### src/sv/smgd_pkg.sv
package smgd_pkg;

    localparam int unsigned SAMPLE_W = 12;
    localparam int unsigned TIMER_W  = 14;
    localparam int unsigned COUNT_W  = 8;
    localparam int unsigned CFG_W    = 14;
    localparam int unsigned CFG_IDX_W = 2;

    localparam logic [TIMER_W-1:0]  TIMER_MAX       = 14'd10000;
    localparam logic [COUNT_W-1:0]  COUNT_MAX       = 8'd255;
    localparam logic [SAMPLE_W-1:0] THRESHOLD_RST   = 12'd2500;
    localparam logic [TIMER_W-1:0]  CONFIRM_RST     = 14'd60;
    localparam logic [COUNT_W-1:0]  LINES_RST       = 8'd2;

    localparam logic [CFG_IDX_W-1:0] REG_LINE_THRESHOLD  = 2'd0;
    localparam logic [CFG_IDX_W-1:0] REG_CONFIRM_TICKS   = 2'd1;
    localparam logic [CFG_IDX_W-1:0] REG_LINES_TO_FINISH = 2'd2;

    typedef enum logic [1:0] {
        PH_WAIT_FIRST = 2'd0,
        PH_WAIT_CLEAR = 2'd1,
        PH_JUDGE      = 2'd2,
        PH_GOAL       = 2'd3
    } phase_t;

    typedef struct packed {
        logic [SAMPLE_W-1:0] left_sample;
        logic [SAMPLE_W-1:0] right_sample;
    } in_item_t;

    typedef struct packed {
        logic               left_seen;
        logic               right_seen;
        logic [COUNT_W-1:0] marker_count;
        logic               goal_reached;
    } out_item_t;

    typedef struct packed {
        logic [TIMER_W-1:0] tick_timer;
        phase_t             phase;
        logic               judging;
        logic [COUNT_W-1:0] marker_total;
        logic               goal_done;
    } seq_state_t;

    typedef struct packed {
        logic [TIMER_W-1:0] confirm_ticks;
        logic [COUNT_W-1:0] lines_to_finish;
    } seq_cfg_t;

    function automatic logic [COUNT_W-1:0] count_up(input logic [COUNT_W-1:0] total);
        count_up = (total == COUNT_MAX) ? total : total + COUNT_W'(1);
    endfunction

    // Judgement step of phases one and two.
    function automatic seq_state_t judge_step(input seq_state_t s, input logic lf,
                                              input logic rf, input seq_cfg_t cfg);
        seq_state_t n;
        n = s;
        if (lf) begin
            n.judging    = 1'b0;
            n.tick_timer = '0;
        end
        if (!n.judging && rf && (n.tick_timer >= cfg.confirm_ticks)) begin
            n.judging    = 1'b1;
            n.tick_timer = '0;
        end else if (n.judging && (n.tick_timer >= cfg.confirm_ticks)) begin
            n.marker_total = count_up(n.marker_total);
            n.judging      = 1'b0;
            n.tick_timer   = '0;
        end
        if (n.marker_total >= cfg.lines_to_finish) begin
            n.phase = PH_GOAL;
        end
        judge_step = n;
    endfunction

    // One sequencer pass; a pass that changes nothing is a fixed point.
    function automatic seq_state_t seq_pass(input seq_state_t s, input logic lf,
                                            input logic rf, input seq_cfg_t cfg);
        seq_state_t n;
        n = s;
        case (s.phase)
            PH_WAIT_FIRST: begin
                if (rf) begin
                    n.marker_total = count_up(s.marker_total);
                    n.tick_timer   = '0;
                    n.phase        = PH_WAIT_CLEAR;
                end
            end
            PH_WAIT_CLEAR: begin
                if (!rf) begin
                    n.phase = PH_JUDGE;
                end
                n = judge_step(n, lf, rf, cfg);
            end
            PH_JUDGE: begin
                n = judge_step(n, lf, rf, cfg);
            end
            default: begin
                n.goal_done = 1'b1;
            end
        endcase
        seq_pass = n;
    endfunction

endpackage

### src/sv/smgd_seq.sv
module smgd_seq
    import smgd_pkg::*;
(
    input  logic       aclk,
    input  logic       aresetn,
    input  logic       accept,
    input  logic       left_flag,
    input  logic       right_flag,
    input  seq_cfg_t   cfg,
    output seq_state_t state_next,
    output seq_state_t state
);

    seq_state_t state_reg;
    seq_state_t tick_state;
    seq_state_t pass1;
    seq_state_t pass2;

    always_comb begin
        tick_state = state_reg;
        tick_state.tick_timer = (state_reg.tick_timer >= TIMER_MAX) ? TIMER_MAX :
                                state_reg.tick_timer + TIMER_W'(1);
    end

    // Three chained passes; once goal_done is set each pass leaves the state alone.
    assign pass1      = seq_pass(tick_state, left_flag, right_flag, cfg);
    assign pass2      = seq_pass(pass1, left_flag, right_flag, cfg);
    assign state_next = seq_pass(pass2, left_flag, right_flag, cfg);
    assign state      = state_reg;

    always_ff @(posedge aclk) begin
        if (!aresetn) begin
            state_reg <= '{tick_timer: '0, phase: PH_WAIT_FIRST, judging: 1'b0,
                           marker_total: '0, goal_done: 1'b0};
        end else if (accept) begin
            state_reg <= state_next;
        end
    end

    assert property (@(posedge aclk) disable iff (!aresetn)
        state_reg.goal_done |-> state_reg.phase == PH_GOAL)
        else $error("goal flag set outside goal phase");

    assert property (@(posedge aclk) disable iff (!aresetn)
        state_reg.tick_timer <= TIMER_MAX)
        else $error("tick timer above saturation value");

    assert property (@(posedge aclk) disable iff (!aresetn)
        accept |=> state_reg.marker_total >= $past(state_reg.marker_total))
        else $error("marker count decreased");

    assert property (@(posedge aclk) disable iff (!aresetn)
        !accept |=> $stable(state_reg))
        else $error("sequencer state changed without a transaction");

endmodule

### src/sv/side_marker_goal_detector.sv
// Side-marker goal detector.
// Input channel (s_valid/s_ready/s_data) carries one sensor tick per
// transaction: the left and right side-sensor ADC samples. Result channel
// (m_valid/m_ready/m_data) returns one item per tick: the two line-seen
// flags, the confirmed marker count and the goal flag.
// Configuration channel (cfg_valid/cfg_ready/cfg_index/cfg_data) writes the
// line threshold, confirm tick count and goal marker count; it is always
// ready and should only be written while no tick is in flight.
// Latency: a result is valid the cycle after its tick is accepted.
// Throughput: one tick per cycle unless a result is stalled; the whole
// state update, including the three chained sequencer passes, sits
// between the state registers and the result register.
// When the receiver stalls, the result register holds and s_ready drops
// only while a result is waiting and m_ready is low.
// Reset: all sequencer state clears, the registers return to threshold
// 2500, confirm ticks 60 and two markers to finish, and no result is valid.
module side_marker_goal_detector
    import smgd_pkg::*;
(
    input  logic                 aclk,
    input  logic                 aresetn,
    input  logic                 s_valid,
    output logic                 s_ready,
    input  in_item_t             s_data,
    output logic                 m_valid,
    input  logic                 m_ready,
    output out_item_t            m_data,
    input  logic                 cfg_valid,
    output logic                 cfg_ready,
    input  logic [CFG_IDX_W-1:0] cfg_index,
    input  logic [CFG_W-1:0]     cfg_data
);

    logic [SAMPLE_W-1:0] threshold_reg;
    logic [TIMER_W-1:0]  confirm_reg;
    logic [COUNT_W-1:0]  lines_reg;
    logic                m_valid_reg;
    out_item_t           m_data_reg;
    logic                accept;
    logic                left_flag;
    logic                right_flag;
    seq_cfg_t            seq_cfg;
    seq_state_t          state_next;
    seq_state_t          state;

    assign cfg_ready = 1'b1;

    always_ff @(posedge aclk) begin
        if (!aresetn) begin
            threshold_reg <= THRESHOLD_RST;
            confirm_reg   <= CONFIRM_RST;
            lines_reg     <= LINES_RST;
        end else if (cfg_valid && cfg_ready) begin
            case (cfg_index)
                REG_LINE_THRESHOLD:  threshold_reg <= cfg_data[SAMPLE_W-1:0];
                REG_CONFIRM_TICKS:   confirm_reg   <= cfg_data[TIMER_W-1:0];
                REG_LINES_TO_FINISH: lines_reg     <= cfg_data[COUNT_W-1:0];
                default: ;
            endcase
        end
    end

    assign s_ready    = !m_valid_reg || m_ready;
    assign accept     = s_valid && s_ready;
    assign left_flag  = s_data.left_sample <= threshold_reg;
    assign right_flag = s_data.right_sample <= threshold_reg;
    assign seq_cfg    = '{confirm_ticks: confirm_reg, lines_to_finish: lines_reg};

    smgd_seq u_seq (
        .aclk       (aclk),
        .aresetn    (aresetn),
        .accept     (accept),
        .left_flag  (left_flag),
        .right_flag (right_flag),
        .cfg        (seq_cfg),
        .state_next (state_next),
        .state      (state)
    );

    always_ff @(posedge aclk) begin
        if (!aresetn) begin
            m_valid_reg <= 1'b0;
        end else if (accept) begin
            m_valid_reg <= 1'b1;
        end else if (m_ready) begin
            m_valid_reg <= 1'b0;
        end
    end

    always_ff @(posedge aclk) begin
        if (accept) begin
            m_data_reg <= '{left_seen: left_flag, right_seen: right_flag,
                            marker_count: state_next.marker_total,
                            goal_reached: state_next.goal_done};
        end
    end

    assign m_valid = m_valid_reg;
    assign m_data  = m_data_reg;

    assert property (@(posedge aclk) disable iff (!aresetn)
        accept |=> m_valid_reg && m_data_reg.marker_count == state.marker_total)
        else $error("result count does not match sequencer state");

    assert property (@(posedge aclk) disable iff (!aresetn)
        m_valid_reg && !m_ready |-> !s_ready)
        else $error("tick taken while a result is stalled");

    assert property (@(posedge aclk) disable iff (!aresetn)
        accept |=> m_data_reg.goal_reached == state.goal_done)
        else $error("result goal flag does not match sequencer state");

endmodule
### config.mk
export PLATFORM = sky130hd
export DESIGN_NAME = side_marker_goal_detector
export DESIGN_NICKNAME = d
export VERILOG_FILES = /design/src/sv/smgd_pkg.sv /design/src/sv/smgd_seq.sv /design/src/sv/side_marker_goal_detector.sv
export SDC_FILE = /design/constraint.sdc
export NUM_CORES = 1
export LEC_CHECK = 0
export BUFFER_PORTS_ARGS = -buffer_cell sky130_fd_sc_hd__clkbuf_2
export CORE_MARGIN = 2
export CORE_UTILIZATION = 55
export DETAILED_ROUTE_END_ITERATION = 10
export PLACE_DENSITY_LB_ADDON = 0.08
export SLEW_MARGIN = 40
export SYNTH_ARGS = -nofsm -noshare
export SYNTH_HDL_FRONTEND = slang
export SYNTH_SLANG_ARGS = --single-unit
### constraint.sdc
create_clock -name aclk -period 21 [get_ports aclk]
set_clock_uncertainty 0.2 [all_clocks]
set_input_delay 0 -clock aclk [delete_from_list [all_inputs] [get_ports aclk]]
set_output_delay 0 -clock aclk [all_outputs]
set_load 0.005 [all_outputs]
==> metrics.md, run 1 <==
| Metric | Value |
|---|---|
| Final Hold Viols | 0 |
| Avg Cell Area, Syn | 7.648 sq um |
| Internal Pwr Total | 0.5144 mW |
| Highest clock rate | between 70 and 80 MHz |
| Combinational Power Share | 0.688 |
| Dpl cells | about 1200 |
| Commonest cells after routing, fill and taps aside | nand2_1 (127), ha_1 (108), nor2_1 (90), dfxtp_1 (61), clkbuf_2 (57) |
| CP Max Fanout | 28 |
| DIE AREA | 14810 sq um |
| Status | complete, no violations |
| Yosys reg bits | 72 |
| Min Tclk post-route | 12.83 ns |
| Worst Path Class, Setup | reg2reg |
| Critical Path Stages | between 50 and 60 |
| Vias in the first global route | 7151 |
| Post-DP HPWL | 16630 um |
| Area delta synth->final | 12.06% |
| Critical path's largest stage delay | approximately 0.55 ns |
| Worst-case clock buffer depth | 2 |
| Post-cts resize count | 0 |
| Reg2Reg Setup Slack | 8.17 ns |
| Syn Nets | 1149 |
| Synth unique cells | 94 |
| Asr flop ratio synth | 0 |
| Hold EP | u_seq.state[1] |
| Max-cap violations | 0 |
| Multi-input logic area | 5654 sq um |
| H-tree depth | 3 |
| Slew HR | 0.4558 |
| DR DRC count | 0 |
| Main synth FF type | dfxtp_1 |
| All-layer global routing usage | 0.3166 |
| Vias per Instance | about 6.2 |
| Net switching power of the design | just under 0.6 mW |
| Io pins | just under 60 |
| Total CTS buffers | 9 |
| Setup crit end kind | register |
| CTS clk-pin slew, worst paths | approximately 0.060 ns |
| Pwr dens | 128.1 nW/um^2 |
| CP delay by family, top | compound AO/OA/AOI/OAI gates |
| Most common cell after layout, fill and taps aside | nand2_1 |
| Initial antenna violation count | 0 |
| Total grt overflow | 0 |
| Final nets | 1205 |
| Peak supply drop | between 0.1 and 0.15 mV |
| Critical-path top delay cell | o41a_4 |
| Slew at the pin closest to its max-slew limit | between 0.8 and 0.9 ns |
| Worst reg2reg startpoint | threshold_reg[3] |
| Diode count | 0 |
| Non-Filler Instances | ~1200 |
| Layout fillers | 1275 |
| Largest net degree at the start of global routing | 63 |
| CTS tree | yes |
| Startpoint Class | register |
| Switching Share | 0.5294 |
| Post-CTS Hold Buffers | 28 |
| Worst Hold Launch | m_ready |
| FF-to-FF End | u_seq.state[11] |
| Clock power share | 0.139 |
| Final number of setup-violating endpoints | 0 |
| Buf+Inv Stages, Crit Path | 3 |
| Seq/Total Area, Yosys | 0.2037 |
| Die height | 121.7 um |
| Seq pwr share | 0.173 |
| # clock sinks | 72 |
| Max reg flops | 26 |
| Cell Rows | 43 |
| Post-Syn Instances | about 1000 |
| Final slew viol count | 0 |
| Post-CTS Repair Setup Buffers | 0 |
| Core box area | 13720 sq um |
| Clk root buf | clkbuf_16 |
| Worst-Skew Late Latency | 0.36 ns |
| Total number of vias | approximately 7700 |
| Port buffer count | 57 |
| Fin crit share | 0.6108 |
| R2R cell count | 59 |
| First DRT Iteration DRCs | 741 |
| Launch point of the worst path | threshold_reg[3] |
| Post-Synthesis Cell Area | 7617 sq um |
| Die Wd | approximately 120 um |
| Initial core utilization | 0.5552 |
| RSZ-0062 raised after global routing | no |
| Drt pass-1 iters | 7 |
| Final hold slack | 0.05382 ns |
| First-pass GRT wire length | 36860 um |
| Total of warnings raised by yosys | 0 |
| Post-DR wirelength/cell | 18.19 um |
| Layout cell share with drive strength beyond 1 | 0.1154 |
| Setup TNS Final | 0 ns |
| Reg area | 1551 sq um |
| Total power | 1.093 mW |
| WP data required | 21.05 ns |
| Min-Delay Path Class | in2reg |
| Routed Antenna Nets | 0 |
| Leakage | 3.724 nW |
| Routability Congestion | between 0.9 and 1 |
| Most used cell, CP | a21o_1 |
| Crit path arrival time | 12.87 ns |
| Post-synth EDFFs | 11 |
| Post-Route WL | 22510 um |
| Hold Path Depth | 5 |
==> synthesized netlist by cell type, types with 4 or more instances <==
cell      number  share of area
a211o_1        6         0.0069
a211oi_1       4         0.0039
a211oi_2       4         0.0066
a21boi_0      21          0.021
a21o_1        25          0.025
a21oi_1       55          0.036
a22oi_1        4         0.0039
a31oi_1       16          0.013
and2_1        15          0.012
and3_1        10         0.0082
clkbuf_1      38          0.019
dfxtp_1       61           0.16
edfxtp_1      11          0.043
ha_1         108           0.18
inv_1         55          0.027
mux2_2         4         0.0059
mux2i_1       11          0.014
nand2_1      127          0.063
nand2b_1      14          0.011
nand3_1       28          0.018
nand4_1       17          0.014
nor2_1        91          0.045
nor2b_1       18          0.015
nor3_1        26          0.017
nor4_1         6         0.0049
o211ai_1      12          0.012
o21a_1        10         0.0099
o21ai_0       47          0.031
o21ai_1        8         0.0053
o22a_1         5         0.0057
o22ai_1        7         0.0057
o31a_1         5         0.0057
or2_2          7         0.0057
or3_1          9         0.0074
xnor2_1       10          0.011
xor2_1         8         0.0092
==> worst max-delay path by stage <==
stage | endpoint
floorplan | u_seq.state[11]
global route | u_seq.state[11]
finish | u_seq.state[11]
global placement | u_seq.state[11]
CTS | u_seq.state[11]
detailed placement | u_seq.state[11]
==> power groups by stage <==
stage | combinational (mW) | sequential [mW] | clock, mW
2_1_floorplan | 0.537 | 0.184 | 0
3_3_place_gp | 0.724 | 0.192 | 0
3_5_place_dp | 0.721 | 0.191 | 0
4_1_cts | 0.731 | 0.189 | 0.154
5_1_grt | 0.821 | 0.192 | 0.159
6_report | 0.752 | 0.189 | 0.152
==> tightest hold or removal path, stage by stage <==
cell	delay (ns)
clkbuf_2	0.07
nand2b_1	0.15
and3_1	0.18
nand2_1	0.05
o21ai_0	0.12
==> logic make-up (layout without fill, tap and decap cells) <==
kind of cell               Yosys count  after routing  synth area share
other                                1              1         0.0004923
buffers and inverters              104            165           0.05585
and+or+nand+nor                    384            384            0.2395
AOI/OAI and AO/OA                  294            294            0.2820
DFF                                 72             72            0.2037
adders and majority gates          108            108            0.1774
xor gates and xnor gates            18             18           0.02070
muxes                               15             15           0.02037
==> cell type report <==
type | count | share of cell area
multi-input cells | 820 | 0.6624
clock buffers | 9 | 0.02639
repair buffers | 90 | 0.07065
flip-flops and latches | 72 | 0.1818
well taps | 180 | 0.02639
inverters | 59 | 0.02639
clock inverters | 7 | 0.006010
==> layer usage <==
layer	vias up	GRT usage	wire (um)
li1	3767	-	-
met1	3519	0.4600	10580
met2	337	0.4666	9518
met3	66	0.05243	1808
met4	0	0.1236	601
met5	-	0	0
==> stage by stage <==
step | area, sq um | setup WS (ns) | utilization
6_report | 8536 | 8.172 | 0.6222
5_1_grt | 8536 | 6.982 | 0.6222
4_1_cts | 8536 | 8.384 | 0.6222
3_5_place_dp | 7979 | 8.408 | 0.5816
3_3_place_gp | 7970 | 8.700 | 0.5809
2_1_floorplan | 7617 | 9.718 | -
(Power assumes the default switching activity.)
==> run 2: changes to the inputs <==
Clock period 21 ns to 11.99 ns, I/O delays scaled along.
==> run 2 against run 1 <==
Compared with the run above: final area is 1.8% higher; sequential share of layout area fell by 0.32 points; critical endpoint unchanged; maximum frequency rose by 14%; critical path depth fell by 7; register-to-register slack worse by 7.4 ns; largest power group unchanged; setup slack lost 7.4 ns; cell count increased by 1.1%; clock power is 84% higher.
==> metrics.md, run 2 (synthesis gave the netlist of run 1 again) <==
| Metric | Value |
|---|---|
| Die height | 121.7 um (unchanged) |
| Crit path arrival time | 11.30 ns (-1.57 ns) |
| Io pins | 59 (unchanged) |
| All-layer global routing usage | 0.3153 (-0.001356) |
| Commonest cells after routing, fill and taps aside | nand2_1 (127), ha_1 (107), nor2_1 (90), dfxtp_1 (61), clkbuf_2 (57) |
| Critical-path top delay cell | a2111o_1 |
| Layout fillers | 1279 (+0.31%) |
| Final slew viol count | 0 (unchanged) |
| Slew at the pin closest to its max-slew limit | 0.7882 ns (-0.02806 ns) |
| Reg2Reg Setup Slack | 0.74 ns (-7.44 ns) |
| Status | complete, no violations |
| Total number of vias | 7666 (-0.30%) |
| Worst Hold Launch | m_ready |
| # clock sinks | 72 (unchanged) |
| DIE AREA | 14810 sq um (unchanged) |
| Pwr dens | 226.6 nW/um^2 (+77%) |
| CP Max Fanout | 15 (-46%) |
| WP data required | 12.03 ns (-9.02 ns) |
| Final setup margin | 0.7361 ns (-7.436 ns) |
| Total grt overflow | 0 (unchanged) |
| Final nets | 1219 (+1.2%) |
| H-tree depth | 3 (unchanged) |
| Port buffer count | 57 (unchanged) |
| Routability Congestion | 0.9895 (+2.3%) |
| Area delta synth->final | 14.09% |
| Layout cell share with drive strength beyond 1 | 0.1307 (+0.01530) |
| CTS tree | yes |
| Routed Antenna Nets | 0 (unchanged) |
| R2R cell count | 52 (-12%) |
| Critical path's largest stage delay | 0.49 ns (-0.06 ns) |
| Place WS | 0.5122 ns (-7.896 ns) |
| Die Wd | 121.7 um (unchanged) |
| Final core utilization | 0.6335 (+0.01131) |
| DR DRC count | 0 (unchanged) |
| Startpoint Class | register |
| Post-DP HPWL | 17170 um (+3.2%) |
| Final number of setup-violating endpoints | 0 (unchanged) |
| Largest net degree at the start of global routing | 63 (unchanged) |
| Leakage | 3.796 nW (+1.9%) |
| Clk root buf | clkbuf_16 |
| Vias per Instance | 6.128 (-1.4%) |
| Highest clock rate | 88.86 MHz (+14%) |
| First DRT Iteration DRCs | 723 (-2.4%) |
| Final Hold Viols | 0 (unchanged) |
| Worst Path Class, Setup | reg2reg |
| Min Tclk post-route | 11.25 ns (-1.574 ns) |
| Initial core utilization | 0.5552 (unchanged) |
| Slew HR | 0.4745 (+0.01871) |
| Min-Delay Path Class | in2reg |
| Most used cell, CP | a21o_1 |
| Launch point of the worst path | threshold_reg[3] |
| Core box area | 13720 sq um (unchanged) |
| CTS clk-pin slew, worst paths | 0.06 ns (about the same) |
| Vias in the first global route | 6944 (-2.9%) |
| Diode count | 0 (unchanged) |
| Worst reg2reg startpoint | threshold_reg[3] |
| Most common cell after layout, fill and taps aside | nand2_1 |
| Hold Path Depth | 5 (unchanged) |
| Fin crit share | 0.9386 (+0.3278) |
| Max-cap violations | 0 (unchanged) |
| Max reg flops | 26 (unchanged) |
| First-pass GRT wire length | 36710 um (-0.41%) |
| Total CTS buffers | 9 (unchanged) |
| Setup crit end kind | register |
| Cell Rows | 43 (unchanged) |
| Post-DR wirelength/cell | 18.30 um (+0.58%) |
| Worst-Skew Late Latency | 0.35 ns (about the same) |
| Initial antenna violation count | 0 (unchanged) |
| Worst-case clock buffer depth | 2 (unchanged) |
| Post-Route WL | 22890 um (+1.7%) |
| Drt pass-1 iters | 5 (-2) |
| Peak supply drop | 0.2351 mV (+71%) |
==> run 2: what timing repair did <==
action | in CTS | in global routing
buffers inserted | 0 | 1
endpoints found under the setup margin | 0 | 2
hold buffers | 29 | 0
endpoints found under the hold margin | 36 | 0
resized for setup | 0 | 5
==> run 2: final timing paths <==
kind,end
hold reg to reg,confirm_reg[6]
setup / recovery,u_seq.state[11]
setup reg to reg,u_seq.state[11]
hold / removal,u_seq.state[1]
==> run 2: per-stage QoR <==
stage          instances  setup TNS [ns]  instance area [sq um]  power (mW)  hold slack, ns
2_1_floorplan        996               0                   7617       1.262        -0.06805
3_3_place_gp        1205               0                   8060       1.633         0.04130
3_5_place_dp        1205               0                   8069       1.631         0.04511
4_1_cts             1250               0                   8660       1.925         0.05413
5_1_grt             1251       -0.006457                   8691       2.110          0.1264
6_report            1251               0                   8691       1.969         0.05070
==> run 2: area by class of cell <==
cell class | instances | area, sq um | area share
Multi-Input combinational cell | 820 | 5678 | 0.6533
Sequential cell | 72 | 1551 | 0.1785
Timing Repair Buffer | 104 | 710.7 | 0.08177
Clock buffer | 9 | 225.2 | 0.02591
Inverter | 59 | 225.2 | 0.02591
Tap cell | 180 | 225.2 | 0.02591
Clock inverter | 7 | 75.07 | 0.008638
==> run 2: worst max-delay path: cells and delay by family, from the launching register on <==
family          cells  cell delay, ns
buf+inv             3            0.37
flops               1            0.33
simple gates       11            1.28
mux                 3            1.17
compound gates     29            5.86
fa+ha+maj           6            1.94
==> run 2: where the power goes <==
group	internal, mW	switching [mW]	leakage [nW]
logic	0.492	0.865	3.04
registers	0.298	0.0346	0.606
clock network	0.163	0.117	0.147
total	0.953	1.02	3.80
==> run 2: metal layers <==
layer	part of all wire	vias to the layer above	track usage
met5	0	-	0
met2	0.42	312	0.4740
met3	0.077	38	0.05431
li1	-	3796	-
met1	0.48	3520	0.4661
met4	0.019	0	0.08118
==> run 3: changes to the inputs <==
Settings changed: CORE_UTILIZATION 55 to 42, SKIP_CTS_REPAIR_TIMING from default to 1.
==> run 3 against run 2 <==
Compared with the run above: final area up 0.73%; register-to-register slack gained 0.03 ns; via count decreased by 2.8%; count of clock-buffer cells in the layout unchanged; die area grew 30%; combinational power about the same.
==> metrics.md, run 3 (synthesis gave the netlist of run 1 again) <==
| Metric | Value |
|---|---|
| Worst Hold Launch | aresetn |
| Worst-case clock buffer depth | 2 (unchanged) |
| Wire length on met1 | 11890 um (+7.8%) |
| Layout cell share with drive strength beyond 1 | 0.1381 (+0.007341) |
| Worst-Skew Late Latency | 0.35 ns (about the same) |
| Diode count | 0 (unchanged) |
| Reg2Reg Setup Slack | 0.77 ns (+0.03 ns) |
| Non-Filler Instances | 1301 (+4.0%) |
| All-layer global routing usage | 0.2415 (-0.07377) |
| Post-Route WL | 23440 um (+2.4%) |
| First-pass GRT wire length | 37460 um (+2.0%) |
| Io pins | 59 (unchanged) |
| Commonest cells after routing, fill and taps aside | nand2_1 (127), ha_1 (106), nor2_1 (89), dfxtp_1 (61), clkbuf_2 (57) |
| Net switching power of the design | 1.028 mW (+1.2%) |
| Core box area | 17900 sq um (+30%) |
| R2R cell count | 53 (+1.9%) |
| Crit path arrival time | 11.27 ns (-0.03 ns) |
| Hold EP | lines_reg[1] |
| Peak supply drop | 0.1498 mV (-36%) |
| Final number of setup-violating endpoints | 0 (unchanged) |
| Combinational Power Share | 0.694 (+0.005) |
| Worst Path Class, Setup | reg2reg |
| Status | complete, no violations |
| Min Tclk post-route | 11.22 ns (-0.03050 ns) |
| Setup crit end kind | register |
| Die Wd | 138.7 um (+14%) |
| Worst reg2reg startpoint | threshold_reg[2] |
| CP Max Fanout | 14 (-1) |
| Setup TNS Final | 0 ns (unchanged) |
| Final Hold Viols | 0 (unchanged) |
| Max reg flops | 26 (unchanged) |
| DIE AREA | 19230 sq um (+30%) |
| Drt pass-1 iters | 6 (+1) |
| DR WL met3 | 1344 um (-24%) |
| Slew at the pin closest to its max-slew limit | 0.7865 ns (-0.001727 ns) |
| Critical path's largest stage delay | 0.50 ns (about the same) |
| Final slew viol count | 0 (unchanged) |
| WP data required | 12.04 ns (about the same) |
| Vias in the first global route | 6956 (+0.17%) |
| Critical-path top delay cell | a2111o_1 |
| Met2 wire len | 9983 um (+3.2%) |
| Post-DR wirelength/cell | 18.02 um (-1.5%) |
| Seq pwr share | 0.166 (-0.003) |
| # clock sinks | 72 (unchanged) |
| Post-DP HPWL | 17940 um (+4.5%) |
| CTS clk-pin slew, worst paths | 0.07 ns (about the same) |
| RSZ-0062 raised after global routing | no |
| Leakage | 3.809 nW (+0.32%) |
| Routability Congestion | 0.9601 (-3.0%) |
| Pwr dens | 227.5 nW/um^2 (+0.40%) |
| Final nets | 1220 (+0.082%) |
| Clk root buf | clkbuf_16 |
| Vias per Instance | 5.728 (-6.5%) |
| Area delta synth->final | 14.93% |
| Die height | 138.7 um (+14%) |
| Most common cell after layout, fill and taps aside | nand2_1 |
| Initial core utilization | 0.4255 (-0.1297) |
| H-tree depth | 3 (unchanged) |
| Routed Antenna Nets | 0 (unchanged) |
| FF-to-FF End | u_seq.state[11] |
| Hold Path Depth | 3 (-2) |
| Clock power share | 0.140 (-0.002) |
| CP delay by family, top | compound AO/OA/AOI/OAI gates |
| First DRT Iteration DRCs | 596 (-18%) |
| Internal Pwr Total | 0.9630 mW (+1.1%) |
| Highest clock rate | 89.10 MHz (+0.27%) |
| Dpl cells | 1260 (+4.6%) |
| Largest net degree at the start of global routing | 63 (unchanged) |
| Min-Delay Path Class | in2reg |
| Initial antenna violation count | 0 (unchanged) |
| Startpoint Class | register |
| Fin crit share | 0.9361 (-0.002544) |
| Total power | 1.991 mW (+1.1%) |
| Total CTS buffers | 9 (unchanged) |
| Buf+Inv Stages, Crit Path | 4 (+1) |
| Top sig layer | met4 |
| Max-cap violations | 0 (unchanged) |
| Slew HR | 0.4757 (+0.001151) |
| CTS tree | yes |
| DR DRC count | 0 (unchanged) |
| Most used cell, CP | a21o_1 |
| Switching Share | 0.5164 (about the same) |
| Total number of vias | 7452 (-2.8%) |
| Cell Rows | 49 (+14%) |
| Port buffer count | 57 (unchanged) |
| Total grt overflow | 0 (unchanged) |
[run 3: per-stage QoR]
step	utilization	cell area, sq um	setup WS [ns]	hold slack [ns]
after global placement	0.4562	8167	0.4067	0.04411
after detailed placement	0.4567	8175	0.2564	0.05008
after CTS	0.4731	8469	0.2281	-0.3314
final	0.4890	8755	0.7666	0.0006373
after floorplan	-	7617	0.7081	-0.06805
after global routing	0.4890	8755	0.01501	0.001330
[run 3: how the worst max path moves through the flow]
| stage | startpoint | to | slack (ns) | depth (start not counted) |
|---|---|---|---|---|
| global route | threshold_reg[3] | u_seq.state[11] | 0.02 | 60 |
| global placement | threshold_reg[3] | u_seq.state[11] | 0.41 | 60 |
| finish | threshold_reg[2] | u_seq.state[11] | 0.77 | 53 |
| floorplan | threshold_reg[3] | u_seq.state[11] | 0.71 | 62 |
| detailed placement | threshold_reg[2] | u_seq.state[11] | 0.26 | 60 |
| CTS | threshold_reg[2] | u_seq.state[11] | 0.23 | 60 |
[run 3: power groups by stage]
stage / clock network [mW] / logic (mW) / registers, mW
2_1_floorplan: 0 / 0.941 / 0.321
3_3_place_gp: 0 / 1.36 / 0.335
3_5_place_dp: 0 / 1.34 / 0.334
4_1_cts: 0.286 / 1.35 / 0.329
5_1_grt: 0.297 / 1.54 / 0.334
6_report: 0.278 / 1.38 / 0.331
[run 3: final cells by class]
cell class / instances / area, sq um
Fill cell: 1765 / 9148
Multi-Input combinational cell: 820 / 5690
Sequential cell: 72 / 1551
Timing Repair Buffer: 105 / 705.7
Tap cell: 229 / 286.5
Inverter: 59 / 226.5
Clock buffer: 9 / 225.2
Clock inverter: 7 / 68.82
[run 3: routing by layer]
| metal | vias up | track usage |
|---|---|---|
| met3 | 16 | 0.05214 |
| met4 | 0 | 0.04094 |
| met1 | 3412 | 0.3623 |
| met5 | - | 0 |
| li1 | 3793 | - |
| met2 | 231 | 0.3598 |
[run 3: worst reg2reg max path, delay by kind of cell, from the launching register on]
family | cells | cell delay, ns
DFF | 1 | 0.31
muxes | 2 | 0.81
adders and majority gates | 6 | 1.75
AOI/OAI and AO/OA | 26 | 5.32
and+or+nand+nor | 14 | 2.08
xor gates and xnor gates | 1 | 0.16
buffers and inverters | 4 | 0.51
